$ cat config.mk
export PLATFORM = sky130hd
export DESIGN_NAME = tsi_cfg
export DESIGN_NICKNAME = d
export VERILOG_FILES = /design/src/sv/tsi_pkg.sv /design/src/sv/tsi_cfg.sv
export SDC_FILE = /design/constraint.sdc
export NUM_CORES = 2
export LEC_CHECK = 0
export BUFFER_PORTS_ARGS = -buffer_cell sky130_fd_sc_hd__buf_4
export CORE_MARGIN = 1
export CORE_UTILIZATION = 40
export DETAILED_ROUTE_END_ITERATION = 6
export GPL_ROUTABILITY_DRIVEN = 0
export PLACE_DENSITY = 0.6
export SKIP_LAST_GASP = 1
export SLEW_MARGIN = 25
export SYNTH_ARGS = -nofsm -noshare
export SYNTH_HDL_FRONTEND = slang
export SYNTH_SLANG_ARGS = --single-unit
export TNS_END_PERCENT = 10
$ cat constraint.sdc
create_clock -name clk -period 8.1 [get_ports clk]
set_input_delay 0.405 -clock clk [delete_from_list [all_inputs] [get_ports clk]]
set_output_delay 0.405 -clock clk [all_outputs]
set_load 0.01 [all_outputs]
$ cat src/sv/tsi_pkg.sv
// Shared types, constants and the one-bit division step of the torus site index unit.
// No dependencies; every other file of the unit imports this package.
package tsi_pkg;

  localparam int DATA_W         = 32;
  localparam int DIM_W          = 4;
  localparam int AXIS_W         = 3;
  localparam int MAX_DIM_DEF    = 8;
  localparam int INDEX_BITS_DEF = 32;

  typedef enum logic [1:0] {
    FN_SHIFT  = 2'd0,
    FN_DISP   = 2'd1,
    FN_RADIUS = 2'd2,
    FN_NONE   = 2'd3
  } func_t;

  typedef enum logic [1:0] {
    ST_OK     = 2'd0,
    ST_RANGE  = 2'd1,
    ST_AXIS   = 2'd2,
    ST_CONFIG = 2'd3
  } status_t;

  typedef enum logic {
    REG_SIDE = 1'b0,
    REG_DIM  = 1'b1
  } reg_idx_t;

  // Live configuration as seen by the datapath.
  typedef struct packed {
    logic [DATA_W-1:0] side_len;
    logic [DIM_W-1:0]  dim;
    logic              bad;
  } tsi_cfg_t;

  // Per-item control that travels with the data down the pipeline.
  typedef struct packed {
    func_t             func;
    logic [AXIS_W-1:0] axis;
    logic [DATA_W-1:0] radius;
    logic              off_neg;
    logic [DATA_W-1:0] delta;
    logic              in_reach;
    logic              oor_a;
    logic              oor_b;
  } tsi_ctl_t;

  // One restoring division step: shifts the next dividend bit into the
  // remainder and the new quotient bit into the low end of the word.
  // Returns {remainder, word}.
  function automatic logic [2*DATA_W-1:0] div_step(input logic [DATA_W-1:0] rem,
                                                  input logic [DATA_W-1:0] word,
                                                  input logic [DATA_W-1:0] dvs);
    logic [DATA_W:0] t;
    logic [DATA_W:0] dif;
    logic            ge;
    t   = {rem, word[DATA_W-1]};
    dif = t - {1'b0, dvs};
    ge  = (t >= {1'b0, dvs});
    div_step = {(ge ? dif[DATA_W-1:0] : t[DATA_W-1:0]), word[DATA_W-2:0], ge};
  endfunction

endpackage

$ cat src/sv/tsi_cfg.sv
// Configuration registers and the volume check sequencer of the torus site index unit.
// Depends on tsi_pkg.
module tsi_cfg import tsi_pkg::*; #(
  parameter int MAX_DIM    = MAX_DIM_DEF,
  parameter int INDEX_BITS = INDEX_BITS_DEF
) (
  input  logic              clk,
  input  logic              rst_n,
  input  logic              cfg_we,
  input  logic              cfg_index,
  input  logic [DATA_W-1:0] cfg_wdata,
  output tsi_cfg_t          cfg
);

  localparam int PW = INDEX_BITS + DATA_W;

  typedef enum logic [1:0] {
    S_IDLE,
    S_MUL,
    S_CHK
  } state_t;

  state_t            state_r;
  logic [DATA_W-1:0] side_r;
  logic [DIM_W-1:0]  dim_r;
  logic [INDEX_BITS-1:0] vol_r;
  logic [PW-1:0]     prod_r;
  logic [DIM_W-1:0]  cnt_r;
  logic              ovf_r;
  logic              plain_bad;

  assign plain_bad = (side_r == '0) || (dim_r == '0) || (int'(dim_r) > MAX_DIM);

  // The volume L^D is built one multiply at a time, each through S_MUL and S_CHK; a
  // product that leaves the index range marks the configuration as unusable.
  always_ff @(posedge clk) begin
    if (!rst_n) begin
      state_r <= S_IDLE;
      side_r  <= DATA_W'(16);
      dim_r   <= DIM_W'(2);
      ovf_r   <= 1'b0;
      cnt_r   <= '0;
      vol_r   <= INDEX_BITS'(1);
    end else if (cfg_we) begin
      if (cfg_index == REG_SIDE) begin
        side_r <= cfg_wdata;
      end else begin
        dim_r <= cfg_wdata[DIM_W-1:0];
      end
      state_r <= S_MUL;
      ovf_r   <= 1'b0;
      cnt_r   <= '0;
      vol_r   <= INDEX_BITS'(1);
    end else begin
      case (state_r)
        S_MUL: begin
          if (plain_bad || cnt_r >= dim_r) begin
            state_r <= S_IDLE;
          end else begin
            state_r <= S_CHK;
          end
        end
        S_CHK: begin
          if (|prod_r[PW-1:INDEX_BITS]) begin
            ovf_r   <= 1'b1;
            state_r <= S_IDLE;
          end else begin
            vol_r   <= prod_r[INDEX_BITS-1:0];
            cnt_r   <= cnt_r + DIM_W'(1);
            state_r <= S_MUL;
          end
        end
        default: state_r <= S_IDLE;
      endcase
    end
    prod_r <= PW'(vol_r) * PW'(side_r);
  end

  assign cfg.side_len = side_r;
  assign cfg.dim      = dim_r;
  assign cfg.bad      = plain_bad || ovf_r;

endmodule

==> results.py <==
metrics = {
    "run_status": {
        "status": "finished clean",
    },
    "setup_path": {
        "critPathMaxFanout": 15,
        "cp_top_family": "adder cells",
        "r2r_start": "side_r[15]",
        "crit_arrival_ps": 8180,
        "cpPeakStageDelay_ps": 890,
        "path_buf_inv": 5,
        "r2r_slack_ps": 310,
        "cp-start-kind": "flop",
        "r2r-end": "prod_r[60]",
        "worst_setup_path_end_kind": "flop",
        "worst_path_most_repeated_cell": "fa_1",
        "cpMaxStageDelayCell": "dfxtp_1",
        "path_cells": "buf_4, and2_1, fa_1, fa_1, inv_1, fa_1, fa_1, inv_1, fa_1, fa_1, fa_1, inv_1, fa_1, inv_1, ha_1, and3_1, and2_1, o211ai_1, nand2_1, o21ai_2, o31ai_4, a21bo_4, o21a_1, o311ai_2",
        "worstSetupPathType": "reg2reg",
        "worstPathRequired_ps": 8500,
        "reg2reg_depth": 24,
    },
    "floorplanning": {
        "die-area_um2": 94500,
        "placementRows": 111,
        "die_w_um": 307,
        "start_util_pct": 40.5,
        "coreArea_um2": 92100,
        "num_io_pins": 73,
        "die_h_um": 307,
    },
    "drt": {
        "first_iter_violations": 1273,
        "highest_layer": "met4",
        "met3WireLength_um": 4430,
        "m1WireLength_um": 42300,
        "wl_per_cell_um": 19.4,
        "vias": 26366,
        "wl_um": 103000,
        "firstDrtPassIters": 5,
        "viasPerCell": 4.96,
        "dr_wl_met2_um": 52500,
        "drc_errors": 0,
        "antenna_left": 0,
    },
    "synth": {
        "netlist_top_cells_area": "fa_1 48%, and2_1 9.5%, ha_1 9.1%",
        "syn_inst": 4046,
        "synth_flop_cell": "dfxtp_1",
        "yosys.area.top_type": "fa_1",
        "syn_area_um2": 37300,
        "synth-async-reset-ratio_pct": 0,
        "synth-edff-count": 0,
        "synthesis.yosys.warnings": 0,
        "ys_types": 63,
        "synth_nets": 5248,
        "post-synth-top-area-fraction_pct": 48.1,
        "yosysSeqAreaShare_pct": 7.46,
        "synth-seq-cells": 139,
        "postSynthAreaPerCell_um2": 9.22,
    },
    "sta": {
        "max_freq_mhz": 128,
        "rsz0062_at_grt": "false",
        "finalClockSkew_ps": 20.1,
        "post-route-period-util_pct": 96.1,
        "setup_slack_ps": 315,
        "slew_viol_final": 0,
        "tightestPinTransition_ps": 1060,
        "setup_tns_ps": 0,
        "setup_viol": 0,
        "period_needed_ps": 7790,
        "max_slew_margin_pct": 29.6,
        "finalHoldViolations": 0,
        "whs_ps": 146,
    },
    "clock_tree": {
        "clock_sinks": 139,
        "cts_resized": 0,
        "htree_levels": 4,
        "clk-insertion-delay-late_ps": 490,
        "cts_buffers": 17,
        "ctsRootBufferMaster": "clkbuf_16",
        "cts_buffer_depth": 2,
        "cts_hold_buf": 0,
        "clkTransAtPathRegs_ps": 70,
        "cts_tree": "yes",
        "cts_setup_buffers": 0,
    },
    "finish": {
        "regArea_um2": 2790,
        "multi_input_comb_area_um2": 30400,
        "fin_nets": 5262,
        "area_delta_synth_final_pct": 8.66,
        "layout-drive-gt1-share_pct": 7.14,
        "n_fill_cell": 8913,
    },
    "pwr": {
        "p_leak_uw": 0.0202,
        "ir_worst_vdd_mv": 0.154,
        "power_uw": 1830,
        "powerDensity_nw_per_um2": 45.0,
    },
    "hold_path": {
        "hold_depth": 3,
        "worstHoldStart": "cfg_wdata[4]",
        "hold_class": "in2reg",
        "worstHoldEndpoint": "side_r[4]",
    },
    "global_route": {
        "grt.total_usage_pct": 23.2,
        "grt-ovfl-total": 0,
        "antenna_found_initial": 2,
        "grt_first_pass_wirelength_um": 167000,
        "grt_max_degree": 39,
        "grt_pass1_vias": 29154,
    },
    "flow_run": {
        "drv_cap": 0,
    },
    "place": {
        "dp_slack_ps": 263,
        "dp_hpwl_um": 84100,
        "portBuffers": 72,
    },
}
-- worst max-delay path by stage --
stage | startpoint | endpoint | slack [ps] | cells after the start
2_1_floorplan | side_r[11] | prod_r[53] | 1070 | 25
3_5_place_dp | side_r[18] | prod_r[57] | 260 | 26
6_report | side_r[15] | prod_r[60] | 310 | 24
3_3_place_gp | side_r[3] | prod_r[53] | 350 | 25
4_1_cts | side_r[18] | prod_r[57] | 210 | 26
5_1_grt | side_r[15] | prod_r[57] | 4 | 24
-- cells in the final DEF, fill, tap and decap left out, types with 10 or more instances in the layout --
cell type  instances
ha_1             270
nor3_1            10
and2_1           567
buf_4            203
fa_1             896
a21boi_0          36
nand2_1          572
a21o_1            25
mux2i_1           32
buf_12            21
a21oi_1           70
o21bai_1          10
dfxtp_1          132
inv_1            874
nor2_1            69
nor4_1            16
nand3_1           14
clkbuf_16         17
nand4_1           20
xnor2_1           36
o21ai_0           31
xor2_1            28
-- synthesized netlist by cell type (32+ instances only) --
library cell,number
a21oi_1,70
nor2_1,69
mux2i_1,32
inv_1,874
ha_1,270
nand2_1,572
fa_1,896
dfxtp_1,139
clkbuf_1,214
and2_1,568
a21boi_0,36
xnor2_1,36
-- cells by family (layout without fill, tap and decap cells) --
group / after synthesis / count (layout) / synth area share [%]
simple gates: 1305 / 1305 / 17.5
fa+ha+maj: 1166 / 1166 / 57.1
buf+inv: 1103 / 1130 / 11.2
compound gates: 237 / 237 / 4.38
flops: 139 / 139 / 7.46
xor+xnor: 64 / 64 / 1.50
mux: 32 / 32 / 0.858
other cells: 0 / 2 / 0
-- routing by layer --
metal	vias to the layer above	GRT usage (%)
met3	145	2.83
met5	-	0
met4	0	8.80
met2	590	40.5
met1	13795	29.2
li1	11836	-
-- layout make-up --
cell class / instances / area share, %
Multi-Input combinational cell: 2804 / 74.9
Antenna cell: 2 / 0.0123
Timing Repair Buffer: 224 / 4.79
Inverter: 874 / 8.09
Clock inverter: 15 / 0.417
Tap cell: 1243 / 3.84
Sequential cell: 139 / 6.88
Clock buffer: 17 / 1.05
-- power breakdown --
group	total (µW)	internal (µW)	switching, µW
Combinational	251	88.9	162
Sequential	734	700	33.6
Clock	841	439	402
Total	1830	1230	597
-- registers in the layout, summed over array words and instances, names as in the netlist --
name     count
cnt_r        4
dim_r        4
side_r      32
vol_r       32
ovf_r        1
prod_r      64
state_r      2
-- tightest hold or removal path, stage by stage --
cell and delay [ps]:
buf_4 80, nand2_1 40, nand3_1 70
-- through the flow --
stage               util, %  area, µm²  std cells
detailed placement     43.4      39900       5284
global route           44.0      40500       5317
CTS                    44.0      40500       5316
finish                 44.0      40600       5318
floorplan                 -      37300       4046
global placement       43.4      39900       5284
Note: power is estimated with default switching activity, not from simulation.
